==> config.mk <==
export PLATFORM = sky130hd
export DESIGN_NAME = cms_front
export DESIGN_NICKNAME = d
export VERILOG_FILES = /design/src/design/cms_pkg.sv /design/src/design/cms_front.sv
export SDC_FILE = /design/constraint.sdc
export NUM_CORES = 1
export LEC_CHECK = 0
export ABC_CLOCK_PERIOD_IN_PS = 6700
export BUFFER_PORTS_ARGS = -buffer_cell sky130_fd_sc_hd__buf_2
export CAP_MARGIN = 20
export CORE_UTILIZATION = 40
export DETAILED_ROUTE_END_ITERATION = 6
export PLACE_DENSITY = 0.71
export SYNTH_ARGS = -nofsm -noshare
export SYNTH_HDL_FRONTEND = slang
export SYNTH_SLANG_ARGS = --single-unit
==> constraint.sdc <==
create_clock -name clk -period 6.7 [get_ports clk]
set_input_delay 0.67 -clock clk [delete_from_list [all_inputs] [get_ports clk]]
set_output_delay 0.67 -clock clk [all_outputs]
set_load 0.02 [all_outputs]
==> src/design/cms_pkg.sv <==
// Shared constants, types and defaults for the count-min sketch engine.
// No dependencies; the other design files except cms_ram refer to it by scoped names.
package cms_pkg;

  localparam int KEY_W      = 64;
  localparam int LEN_W      = 4;
  localparam int INC_W      = 32;
  localparam int EST_W      = 32;
  localparam int TOT_W      = 64;
  localparam int CFG_W      = 11;
  localparam int CFG_IDX_W  = 1;
  localparam int ROWS_CFG_W = 4;

  localparam int DEF_MAX_WIDTH = 1024;
  localparam int DEF_MAX_DEPTH = 8;
  localparam int DEF_KEY_BYTES = 8;

  localparam logic [CFG_W-1:0]      RST_ROW_WIDTH = 11'd1024;
  localparam logic [ROWS_CFG_W-1:0] RST_ROW_COUNT = 4'd4;

  localparam logic [CFG_IDX_W-1:0] REG_ROW_WIDTH = 1'b0;
  localparam logic [CFG_IDX_W-1:0] REG_ROW_COUNT = 1'b1;

  localparam logic [63:0] MIX_MUL   = 64'hc6a4a7935bd1e995;
  localparam int          MIX_SHIFT = 47;

  typedef struct packed {
    logic [KEY_W-1:0] key;
    logic [LEN_W-1:0] len;
    logic [INC_W-1:0] inc;
  } item_t;

  function automatic logic [63:0] xorshift(input logic [63:0] x);
    xorshift = x ^ (x >> MIX_SHIFT);
  endfunction

endpackage

==> src/design/cms_front.sv <==
// Front end: clamps key length, masks unused key bytes, queues items.
// Depends on cms_pkg.
module cms_front #(
  parameter int KEY_BYTES = cms_pkg::DEF_KEY_BYTES
) (
  input  logic                       clk,
  input  logic                       rst_n,
  input  logic                       push,
  input  logic [cms_pkg::KEY_W-1:0]  key,
  input  logic [cms_pkg::LEN_W-1:0]  len,
  input  logic [cms_pkg::INC_W-1:0]  inc,
  output logic                       full,
  output logic                       item_valid,
  output cms_pkg::item_t             item,
  input  logic                       pop
);

  cms_pkg::item_t               cls;
  logic [cms_pkg::LEN_W-1:0]    len_c;
  cms_pkg::item_t               q_r [2];
  logic                         wp_r, rp_r;
  logic [1:0]                   cnt_r;

  always_comb begin
    len_c = (len > cms_pkg::LEN_W'(KEY_BYTES)) ? cms_pkg::LEN_W'(KEY_BYTES) : len;
    cls.len = len_c;
    cls.inc = inc;
    for (int i = 0; i < 8; i++) begin
      cls.key[8*i +: 8] = (cms_pkg::LEN_W'(i) < len_c) ? key[8*i +: 8] : 8'h00;
    end
  end

  assign full       = (cnt_r == 2'd2);
  assign item_valid = (cnt_r != 2'd0);
  assign item       = q_r[rp_r];

  always_ff @(posedge clk) begin
    if (push) begin
      q_r[wp_r] <= cls;
    end
  end

  always_ff @(posedge clk) begin
    if (!rst_n) begin
      wp_r  <= 1'b0;
      rp_r  <= 1'b0;
      cnt_r <= 2'd0;
    end else begin
      if (push) wp_r <= ~wp_r;
      if (pop) rp_r <= ~rp_r;
      cnt_r <= cnt_r + 2'(push) - 2'(pop);
    end
  end

endmodule

==> results of run 1 <==
per-layer routing:
layer,global-route usage,wire (um),up-vias
met3,0.0319,975,28
met4,0.0351,250,0
met1,0.176,6250,2109
li1,-,-,2003
met2,0.260,7670,145
met5,0,0,-
metrics by stage:
stage | cell area [sq um] | power (W)
final | 10000 | 0.00312
after global routing | 10000 | 0.00324
after CTS | 10000 | 0.00316
after detailed placement | 9270 | 0.00192
after global placement | 9270 | 0.00191
after floorplan | 7930 | 0.00179
cells by family after synthesis:
logic type,synth area share
DFF,0.770
muxes,0.142
and+or+nand+nor,0.0587
buffers and inverters,0.0103
AOI/OAI and AO/OA,0.0121
xor gates and xnor gates,0.00394
adders and majority gates,0.00315
layout make-up:
cell class	instances	area, sq um
flip-flops and latches	205	6110
clock buffers	29	598
well taps	265	332
inverters	3	11.3
clock inverters	9	150
repair buffers	210	1060
multi-input cells	188	1750
fillers	1605	9440
Yosys cell counts:
| cell | count |
|---|---|
| sky130_fd_sc_hd__a211oi_2 | 1 |
| sky130_fd_sc_hd__a21boi_0 | 8 |
| sky130_fd_sc_hd__a21oi_1 | 1 |
| sky130_fd_sc_hd__a31oi_1 | 1 |
| sky130_fd_sc_hd__and2_1 | 12 |
| sky130_fd_sc_hd__and2b_1 | 8 |
| sky130_fd_sc_hd__buf_2 | 11 |
| sky130_fd_sc_hd__buf_4 | 1 |
| sky130_fd_sc_hd__clkbuf_1 | 2 |
| sky130_fd_sc_hd__dfxtp_1 | 5 |
| sky130_fd_sc_hd__edfxtp_1 | 200 |
| sky130_fd_sc_hd__ha_1 | 2 |
| sky130_fd_sc_hd__inv_1 | 3 |
| sky130_fd_sc_hd__mux2_2 | 100 |
| sky130_fd_sc_hd__nor2_1 | 1 |
| sky130_fd_sc_hd__nor2b_1 | 47 |
| sky130_fd_sc_hd__nor3_1 | 1 |
| sky130_fd_sc_hd__nor4_4 | 1 |
| sky130_fd_sc_hd__o21a_1 | 1 |
| sky130_fd_sc_hd__o21ai_0 | 1 |
| sky130_fd_sc_hd__or2_2 | 1 |
| sky130_fd_sc_hd__xnor3_1 | 1 |
| sky130_fd_sc_hd__xor2_1 | 1 |
power groups by stage:
stage	registers, W	logic (W)	clock network (W)
4_1_cts	0.00152	0.000376	0.00127
5_1_grt	0.00153	0.000397	0.00131
3_5_place_dp	0.00155	0.000373	0
6_report	0.00152	0.000369	0.00124
2_1_floorplan	0.00153	0.000252	0
3_3_place_gp	0.00154	0.000365	0
worst min-delay path by stage:
stage / endpoint / start / slack (ns) / cells past startpoint
global placement: flop / rp_r$_SDFFE_PN0P_ / 0.56 / 2
CTS: q_r[1][16]$_DFFE_PP_ / inc[16] / 0.35 / 1
global route: q_r[0][16]$_DFFE_PP_ / inc[16] / 0.35 / 1
finish: q_r[1][16]$_DFFE_PP_ / inc[16] / 0.38 / 1
floorplan: flop / rp_r$_SDFFE_PN0P_ / 0.55 / 2
detailed placement: flop / rp_r$_SDFFE_PN0P_ / 0.57 / 2
worst max-delay path: cells and delay by family (launching register included):
| kind | cells | cell delay (ns) |
|---|---|---|
| flip-flops | 1 | 0.76 |
| multiplexers | 1 | 0.41 |
| buffers and inverters | 2 | 0.84 |
registers in the layout (all words and copies together) (netlist names), named ones only:
name	count
q_r	200
cnt_r	2
rp_r	1
wp_r	1
placed cells by master, fill, tap and decap left out, types with 2 or more instances in the layout:
cell type                   synthesis  layout
sky130_fd_sc_hd__buf_2             11     205
sky130_fd_sc_hd__edfxtp_1         200     200
sky130_fd_sc_hd__mux2_2           100     100
sky130_fd_sc_hd__nor2b_1           47      46
sky130_fd_sc_hd__clkbuf_16          0      23
sky130_fd_sc_hd__and2_1            12      11
sky130_fd_sc_hd__and2b_1            8       8
sky130_fd_sc_hd__a21boi_0           8       8
sky130_fd_sc_hd__clkbuf_1           2       6
sky130_fd_sc_hd__buf_4              1       5
sky130_fd_sc_hd__bufinv_16          0       4
sky130_fd_sc_hd__dfxtp_1            5       4
sky130_fd_sc_hd__inv_1              3       3
sky130_fd_sc_hd__clkinv_2           0       3
sky130_fd_sc_hd__ha_1               2       2
==> load_flow_metrics.sql, run 1 <==
INSERT INTO impl_metrics (metric_group, metric, value, unit) VALUES
('status', 'outcome', 'finished, final reports clean', ''),
('synth', 'cell_type_contributing_the_most_total_cell_area_after_synthesis', 'sky130_fd_sc_hd__edfxtp_1', ''),
('grt', 'via_count_of_the_first_global_routing_pass', '4486', ''),
('power_and_ir_drop', 'switchingPower', '0.000694', 'W'),
('clock_network', 'cts.repair_timing.setup_buffer_count', '0', ''),
('clock_network', 'cts_tree', 'built', ''),
('sta', 'timing.clock.skew', '0.00770', 'ns'),
('detailed_routing', 'drt_first_pass_iters', '6', ''),
('synth', 'yosys_register_bits', '205', ''),
('worst_setup_path', 'cpPeakStageDelay', '0.76', 'ns'),
('grt', 'gr_ovfl_total', '0', ''),
('synth', 'synth_sequential_area_ratio', '0.770', ''),
('placement', 'place_congestion', '0.693', ''),
('clock_network', 'postCtsHoldBufs', '0', ''),
('placement', 'placed_cells', '871', ''),
('worst_setup_path', 'rr_endpoint', 'q_r[1][4]$_DFFE_PP_', ''),
('cells_and_area', 'num-nets-final', '736', ''),
('power_and_ir_drop', 'p_sw_frac', '0.222', ''),
('die', 'std_cell_rows', '51', ''),
('clock_network', 'insertion_delay_of_the_later_clocked_pin_in_the_worst_skew_pair', '0.49', 'ns'),
('worst_setup_path', 'worst-endpoint-arrival', '2.56', 'ns'),
('cells_and_area', 'layout-drive-gt1-share', '0.539', ''),
('synth', 'synth-warning-count', '0', ''),
('synth', 'synthDistinctLibCells', '23', ''),
('grt', 'grt_pass1_wl', '22600', 'um'),
('die', 'die_w', '143', 'um'),
('grt', 'antenna_found_initial', '0', ''),
('power_and_ir_drop', 'combPwrFrac', '0.118', ''),
('detailed_routing', 'avgRoutedWirePerCell', '16.7', 'um'),
('grt', 'grtUsageTotal', '0.144', ''),
('cells_and_area', 'synthToLayoutAreaGrowth', '26.3', '%'),
('detailed_routing', 'number_of_drc_violations_after_detailed_routing', '0', ''),
('sta', 'setup-tns-final', '0', 'ns'),
('sta', 'slew-limit-headroom', '0.386', ''),
('worst_setup_path', 'critPathCapture', 'item[33]', ''),
('detailed_routing', 'drt_first_iter_violations', '153', ''),
('worst_setup_path', 'ff2ff_path_depth', '2', ''),
('power_and_ir_drop', 'p_leak', '3.80', 'nW'),
('synth', 'synthesis.area_per_instance', '19.3', 'sq um'),
('job', 'timing.max_cap.violations', '0', ''),
('sta', 'max_freq', '310', 'MHz'),
('cells_and_area', 'postLayoutCoreUtil', '0.515', ''),
('synth', 'synth_cells', '410', ''),
('power_and_ir_drop', 'cell_internal_pwr', '0.00243', 'W'),
('die', 'ios', '206', ''),
('clock_network', 'cts_buffers', '22', ''),
('clock_network', 'cts.htree.levels', '1', ''),
('placement', 'detailed_place_hpwl', '10100', 'um'),
('cells_and_area', 'finish.cell_count_without_fillers', '909', ''),
('die', 'chipHeight', '143', 'um'),
('sta', 'post-route-worst-setup-slack', '3.47', 'ns'),
('worst_setup_path', 'worstSetupPathType', 'flop to output pin', ''),
('die', 'core-area', '19500', 'sq um'),
('worst_setup_path', 'r2r_slack', '4.55', 'ns'),
('cells_and_area', 'antenna-diode-count', '0', ''),
('clock_network', 'clk_pin_slew', '0.06', 'ns'),
('placement', 'io_buffers', '205', ''),
('die', 'floorplan.die_area', '20400', 'sq um'),
('detailed_routing', 'remaining_number_of_nets_flagged_by_the_antenna_check_after_routing', '0', ''),
('detailed_routing', 'detailroute.via_count', '4285', ''),
('sta', 'final.period_utilization', '0.482', ''),
('worst_setup_path', 'worstPathCellList', 'buf_4 > mux2_2 > buf_2', ''),
('synth', 'synth.net_count', '516', ''),
('sta', 'worst_slew_pin_slew', '0.911', 'ns'),
('power_and_ir_drop', 'seq_power_share', '0.486', ''),
('grt', 'largest_net_degree_at_the_start_of_global_routing', '58', ''),
('clock_network', 'post_cts.resized_instances', '0', ''),
('detailed_routing', 'detail_route.wirelength', '15200', 'um'),
('worst_setup_path', 'rr_startpoint', 'wp_r$_SDFFE_PN0P_', ''),
('sta', 'setup-violations-final', '0', ''),
('worst_setup_path', 'crit_fanout', '53', '');
(Power assumes the default switching activity.)
==> run 2, diff against run 1 <==
- ABC_CLOCK_PERIOD_IN_PS: 6700 -> 3000
- clock period: 6.7 -> 3 ns (I/O delays scaled with it)
==> load_flow_metrics.sql, run 2 (synthesis gave the netlist of run 1 again) <==
INSERT INTO impl_metrics (metric_group, metric, value, unit) VALUES
('cells_and_area', 'finish.cell_count_without_fillers', '944', ''),
('cells_and_area', 'layout-drive-gt1-share', '0.518', ''),
('power_and_ir_drop', 'combPwrFrac', '0.125', ''),
('placement', 'place_congestion', '0.720', ''),
('cells_and_area', 'num-nets-final', '769', ''),
('clock_network', 'ctsLongestPathBuffers', '3', ''),
('cells_and_area', 'largest_reg_flops', '200', ''),
('hold_path', 'timing.hold.worst.class', 'primary input to flop', ''),
('die', 'floorplan.die_area', '20400', 'sq um'),
('power_and_ir_drop', 'power', '0.00696', 'W'),
('clock_network', 'cts_tree', 'built', ''),
('clock_network', 'clk_pin_slew', '0.06', 'ns'),
('clock_network', 'cts-root-buf', 'sky130_fd_sc_hd__clkbuf_16', ''),
('power_and_ir_drop', 'max-vdd-ir-drop', '0.483', 'mV'),
('sta', 'worst_slew_pin_slew', '0.879', 'ns'),
('placement', 'detailedPlace.worstSlack', '1.11', 'ns'),
('cells_and_area', 'biggestRegsByFlops', 'q_r: 200 flops, cnt_r: 2 flops', ''),
('sta', 'timing.final.max_slew_violations', '0', ''),
('sta', 'setup-tns-final', '0', 'ns'),
('worst_setup_path', 'crit_required', '2.70', 'ns'),
('power_and_ir_drop', 'switchingPower', '0.00160', 'W'),
('status', 'outcome', 'finished, final reports clean', ''),
('clock_network', 'tritoncts_num_sinks', '205', ''),
('grt', 'largest_net_degree_at_the_start_of_global_routing', '63', ''),
('cells_and_area', 'synthToLayoutAreaGrowth', '30.5', '%'),
('cells_and_area', 'layout.filler_cells', '1573', ''),
('clock_network', 'insertion_delay_of_the_later_clocked_pin_in_the_worst_skew_pair', '0.50', 'ns'),
('worst_setup_path', 'worst-endpoint-arrival', '2.09', 'ns'),
('detailed_routing', 'vias_per_cell', '4.69', ''),
('worst_setup_path', 'setup.worst_path.end_class', 'output pin', ''),
('worst_setup_path', 'worstSetupPathType', 'flop to output pin', ''),
('sta', 'post-route-worst-setup-slack', '0.613', 'ns'),
('detailed_routing', 'remaining_number_of_nets_flagged_by_the_antenna_check_after_routing', '0', ''),
('sta', 'setup-violations-final', '0', ''),
('sta', 'max_freq', '419', 'MHz'),
('die', 'core-area', '19500', 'sq um'),
('worst_setup_path', 'cpPeakStageDelay', '0.63', 'ns'),
('cells_and_area', 'largest-register', 'q_r', ''),
('detailed_routing', 'avgRoutedWirePerCell', '17.1', 'um'),
('clock_network', 'cts.repair_timing.setup_buffer_count', '0', ''),
('grt', 'gr_ovfl_total', '0', ''),
('cells_and_area', 'multi_input_comb_area', '1750', 'sq um'),
('grt', 'grtUsageTotal', '0.154', ''),
('die', 'ios', '206', ''),
('detailed_routing', 'detailroute.via_count', '4428', ''),
('sta', 'rsz0062_at_grt', 'false', ''),
('die', 'initial_core_util', '0.408', ''),
('power_and_ir_drop', 'seq_power_share', '0.486', ''),
('grt', 'via_count_of_the_first_global_routing_pass', '4746', ''),
('placement', 'detailed_place_hpwl', '10500', 'um'),
('hold_path', 'worstHoldPathCells', '1', ''),
('power_and_ir_drop', 'cell_internal_pwr', '0.00536', 'W'),
('worst_setup_path', 'worstPathCellList', 'buf_4 > mux2_2 > buf_2', ''),
('clock_network', 'cts_buffers', '22', ''),
('cells_and_area', 'seqCellArea', '6110', 'sq um'),
('cells_and_area', 'mostFrequentLayoutCell', 'sky130_fd_sc_hd__buf_2', ''),
('worst_setup_path', 'worstSetupStartpointType', 'flop', ''),
('worst_setup_path', 'crit_slowest_cell', 'sky130_fd_sc_hd__dfxtp_4', ''),
('sta', 'final-hold-violation-count', '0', ''),
('cells_and_area', 'most-common-layout-cells', '205 x sky130_fd_sc_hd__buf_2, 200 x sky130_fd_sc_hd__edfxtp_1, 100 x sky130_fd_sc_hd__mux2_2', ''),
('power_and_ir_drop', 'p_sw_frac', '0.230', ''),
('sta', 'final.period_utilization', '0.796', ''),
('power_and_ir_drop', 'power_frac_clock', '0.389', ''),
('grt', 'grt_pass1_wl', '23700', 'um'),
('sta', 'timing.clock.skew', '0.0160', 'ns'),
('power_and_ir_drop', 'p_leak', '3.94', 'nW'),
('die', 'die_w', '143', 'um'),
('detailed_routing', 'detail_route.wirelength', '16200', 'um'),
('placement', 'io_buffers', '205', ''),
('cells_and_area', 'antenna-diode-count', '0', ''),
('sta', 'whs', '0.0258', 'ns'),
('detailed_routing', 'drt_first_pass_iters', '4', ''),
('worst_setup_path', 'ff2ff_path_depth', '2', ''),
('placement', 'placed_cells', '874', ''),
('grt', 'antenna_found_initial', '0', ''),
('die', 'chipHeight', '143', 'um'),
('worst_setup_path', 'crit_fanout', '29', ''),
('die', 'std_cell_rows', '51', ''),
('job', 'timing.max_cap.violations', '0', ''),
('sta', 'timing.final.crit_period', '2.39', 'ns'),
('clock_network', 'cts.htree.levels', '1', ''),
('power_and_ir_drop', 'power_per_cell_area', '673', 'nW/um^2'),
('detailed_routing', 'drt_first_iter_violations', '151', ''),
('sta', 'slew-limit-headroom', '0.414', ''),
('detailed_routing', 'number_of_drc_violations_after_detailed_routing', '0', '');
[run 2: cell count changes in the layout (fill, tap and decap cells not counted)]
cell,delta
sky130_fd_sc_hd__bufinv_16,-1
sky130_fd_sc_hd__inv_8,-1
sky130_fd_sc_hd__clkinvlp_4,+1
sky130_fd_sc_hd__buf_4,+1
sky130_fd_sc_hd__clkbuf_1,-4
sky130_fd_sc_hd__clkinv_2,+2
sky130_fd_sc_hd__clkinv_1,+4
sky130_fd_sc_hd__buf_12,+2
sky130_fd_sc_hd__dlygate4sd3_1,+30
sky130_fd_sc_hd__inv_6,+1
[run 2: power by group through the flow]
stage	Combinational (W)	Clock [W]	Sequential (W)
after floorplan	0.000563	0	0.00341
after global placement	0.000830	0	0.00344
after detailed placement	0.000851	0	0.00345
after CTS	0.000886	0.00278	0.00339
after global routing	0.000937	0.00288	0.00340
final	0.000873	0.00271	0.00338
[run 2: area by class of cell]
type / count / share of cell area
well taps: 265 / 0.0320
clock buffers: 25 / 0.0563
repair buffers: 243 / 0.136
multi-input cells: 188 / 0.169
inverters: 3 / 0.00109
clock inverters: 15 / 0.0145
flip-flops and latches: 205 / 0.590
[run 2: worst paths after layout]
check	start	slack (ns)	end
max reg2reg	wp_r$_SDFFE_PN0P_	1.30	q_r[1][9]$_DFFE_PP_
max	flop	0.61	item[47]
min	inc[18]	0.03	q_r[1][18]$_DFFE_PP_
min reg2reg	rp_r$_SDFFE_PN0P_	0.59	rp_r$_SDFFE_PN0P_
[run 2: layer usage]
metal | vias to the layer above | part of all wire | GRT usage | wire [um]
met5 | - | 0 | 0 | 0
met4 | 0 | 0.024 | 0.0521 | 394
met3 | 30 | 0.063 | 0.0369 | 1020
met2 | 161 | 0.51 | 0.284 | 8270
met1 | 2162 | 0.40 | 0.172 | 6460
li1 | 2075 | - | - | -
[run 2: through the flow]
stage,instance area [sq um],utilization
3_5_place_dp,9320,0.479
5_1_grt,10400,0.532
2_1_floorplan,7940,-
6_report,10400,0.532
3_3_place_gp,9320,0.479
4_1_cts,10400,0.532
[run 2: worst max-delay path, delay by kind of cell, from the launching register on]
kind	cells	cell delay [ns]
buffers and inverters	2	0.55
multiplexers	1	0.40
flip-flops	1	0.63
[run 2: timing repair]
item | CTS | global route
hold endpoints to repair | 60 | 0
hold buffers | 30 | 0
gates resized for setup | 0 | 0
==> run 3, diff against run 2 <==
- ABC_CLOCK_PERIOD_IN_PS: 3000 -> 2050
- PLACE_DENSITY: 0.71 -> 0.74
- clock period: 3 -> 2.05 ns (I/O delays scaled with it)
==> load_flow_metrics.sql, run 3 (synthesis gave the netlist of run 1 again) <==
INSERT INTO impl_metrics (metric_group, metric, value, unit) VALUES
('power_and_ir_drop', 'power_per_cell_area', '966', 'nW/um^2'),
('cells_and_area', 'mostFrequentLayoutCell', 'sky130_fd_sc_hd__buf_2', ''),
('grt', 'grtUsageTotal', '0.152', ''),
('sta', 'timing.final.crit_period', '1.98', 'ns'),
('placement', 'detailed_place_hpwl', '10100', 'um'),
('sta', 'timing.final.max_slew_violations', '0', ''),
('clock_network', 'cts_buffers', '22', ''),
('grt', 'via_count_of_the_first_global_routing_pass', '4692', ''),
('detailed_routing', 'detailroute.via_count', '4436', ''),
('grt', 'largest_net_degree_at_the_start_of_global_routing', '60', ''),
('power_and_ir_drop', 'p_leak', '3.98', 'nW'),
('sta', 'whs', '0.0167', 'ns'),
('grt', 'antenna_found_initial', '0', ''),
('sta', 'max_freq', '506', 'MHz'),
('detailed_routing', 'drt_first_pass_iters', '4', ''),
('cells_and_area', 'antenna-diode-count', '0', ''),
('worst_setup_path', 'setup.worst_path.end_class', 'output pin', ''),
('worst_setup_path', 'worstPathCellList', 'buf_12 > mux2_2 > buf_2', ''),
('sta', 'worst_slew_pin_slew', '0.919', 'ns'),
('die', 'ios', '206', ''),
('worst_setup_path', 'cpPeakStageDelay', '0.40', 'ns'),
('detailed_routing', 'drt_first_iter_violations', '164', ''),
('clock_network', 'cts.htree.levels', '1', ''),
('worst_setup_path', 'crit_required', '1.85', 'ns'),
('grt', 'gr_ovfl_total', '0', ''),
('power_and_ir_drop', 'power_frac_clock', '0.379', ''),
('cells_and_area', 'finish.cell_count_without_fillers', '952', ''),
('placement', 'placed_cells', '877', ''),
('die', 'initial_core_util', '0.408', ''),
('detailed_routing', 'avgRoutedWirePerCell', '16.6', 'um'),
('cells_and_area', 'layout-drive-gt1-share', '0.515', ''),
('detailed_routing', 'detail_route.wirelength', '15800', 'um'),
('worst_setup_path', 'crit_fanout', '59', ''),
('sta', 'setup-violations-final', '0', ''),
('status', 'outcome', 'finished, final reports clean', ''),
('clock_network', 'cts.repair_timing.setup_buffer_count', '0', ''),
('worst_setup_path', 'crit_slowest_cell', 'sky130_fd_sc_hd__mux2_2', ''),
('clock_network', 'tritoncts_num_sinks', '205', ''),
('power_and_ir_drop', 'seq_power_share', '0.489', ''),
('cells_and_area', 'biggestRegsByFlops', 'q_r: 200 flops, cnt_r: 2 flops', ''),
('cells_and_area', 'synthToLayoutAreaGrowth', '31.4', '%'),
('hold_path', 'timing.hold.worst.class', 'primary input to flop', ''),
('power_and_ir_drop', 'max-vdd-ir-drop', '0.701', 'mV'),
('power_and_ir_drop', 'switchingPower', '0.00232', 'W'),
('worst_setup_path', 'worst-endpoint-arrival', '1.77', 'ns'),
('sta', 'timing.clock.skew', '0.00882', 'ns'),
('cells_and_area', 'largest-register', 'q_r', ''),
('detailed_routing', 'remaining_number_of_nets_flagged_by_the_antenna_check_after_routing', '0', ''),
('power_and_ir_drop', 'cell_internal_pwr', '0.00775', 'W'),
('die', 'core-area', '19500', 'sq um'),
('die', 'floorplan.die_area', '20400', 'sq um'),
('sta', 'rsz0062_at_grt', 'false', ''),
('worst_setup_path', 'worstSetupPathType', 'flop to output pin', ''),
('power_and_ir_drop', 'combPwrFrac', '0.131', ''),
('placement', 'place_congestion', '0.714', ''),
('placement', 'io_buffers', '205', ''),
('die', 'die_w', '143', 'um'),
('detailed_routing', 'vias_per_cell', '4.66', ''),
('die', 'std_cell_rows', '51', ''),
('sta', 'slew-limit-headroom', '0.381', ''),
('clock_network', 'cts_tree', 'built', ''),
('clock_network', 'clk_pin_slew', '0.06', 'ns'),
('sta', 'final.period_utilization', '0.964', ''),
('worst_setup_path', 'worstSetupStartpointType', 'flop', ''),
('grt', 'grt_pass1_wl', '23700', 'um'),
('clock_network', 'insertion_delay_of_the_later_clocked_pin_in_the_worst_skew_pair', '0.49', 'ns'),
('die', 'chipHeight', '143', 'um'),
('power_and_ir_drop', 'p_sw_frac', '0.230', ''),
('cells_and_area', 'num-nets-final', '777', ''),
('sta', 'setup-tns-final', '0', 'ns'),
('sta', 'final-hold-violation-count', '0', ''),
('cells_and_area', 'largest_reg_flops', '200', ''),
('detailed_routing', 'number_of_drc_violations_after_detailed_routing', '0', ''),
('job', 'timing.max_cap.violations', '0', ''),
('clock_network', 'cts-root-buf', 'sky130_fd_sc_hd__clkbuf_16', ''),
('cells_and_area', 'most-common-layout-cells', '205 x sky130_fd_sc_hd__buf_2, 200 x sky130_fd_sc_hd__edfxtp_1, 100 x sky130_fd_sc_hd__mux2_2', ''),
('clock_network', 'ctsLongestPathBuffers', '3', '');
## run 3: timing repair
action / in CTS / in global routing
resized for setup: 0 / 0
hold endpoints to repair: 73 / 0
hold buffers: 35 / 0
## run 3: power groups by stage
stage / registers (W) / clock network, W / logic (W)
5_1_grt: 0.00494 / 0.00409 / 0.00142
6_report: 0.00492 / 0.00382 / 0.00132
2_1_floorplan: 0.00500 / 0 / 0.000825
3_5_place_dp: 0.00501 / 0 / 0.00128
4_1_cts: 0.00493 / 0.00393 / 0.00134
3_3_place_gp: 0.00500 / 0 / 0.00126
## run 3: path summary, 6_finish.rpt
| kind | start | end | slack, ns | cells past startpoint |
|---|---|---|---|---|
| hold / removal | key[9] | q_r[1][45]$_DFFE_PP_ | 0.02 | 2 |
| setup / recovery | flop | item[33] | 0.07 | 3 |
| setup reg to reg | wp_r$_SDFFE_PN0P_ | q_r[0][17]$_DFFE_PP_ | 0.65 | 2 |
| hold reg to reg | rp_r$_SDFFE_PN0P_ | flop | 0.58 | 2 |
## run 3: area by class of cell
cell class | count | area [sq um]
clock buffer | 28 | 594
clock inverter | 12 | 109
fill | 1589 | 9040
inverter | 3 | 11.3
multi-input combinational | 188 | 1750
sequential | 205 | 6110
tap | 265 | 332
timing repair buffer | 251 | 1510
## run 3: critical path, delay by kind of cell, from the launching register on
| kind | cells | cell delay [ns] |
|---|---|---|
| muxes | 1 | 0.40 |
| DFF | 1 | 0.37 |
| buffers and inverters | 2 | 0.45 |
## run 3: layer usage
layer / global-route usage / part of all wire / vias up
met5: 0 / 0 / -
met4: 0.0685 / 0.040 / 0
met3: 0.0406 / 0.066 / 44
met2: 0.270 / 0.50 / 157
met1: 0.170 / 0.40 / 2152
li1: - / - / 2083
## run 3: stage by stage
step	total power [W]	area [sq um]	setup slack (ns)	util
detailed placement	0.00630	9370	0.315	0.481
CTS	0.0102	10400	0.0525	0.535
floorplan	0.00582	7940	-0.184	-
global route	0.0105	10400	0.00967	0.535
finish	0.0101	10400	0.0731	0.535
global placement	0.00626	9370	0.447	0.481
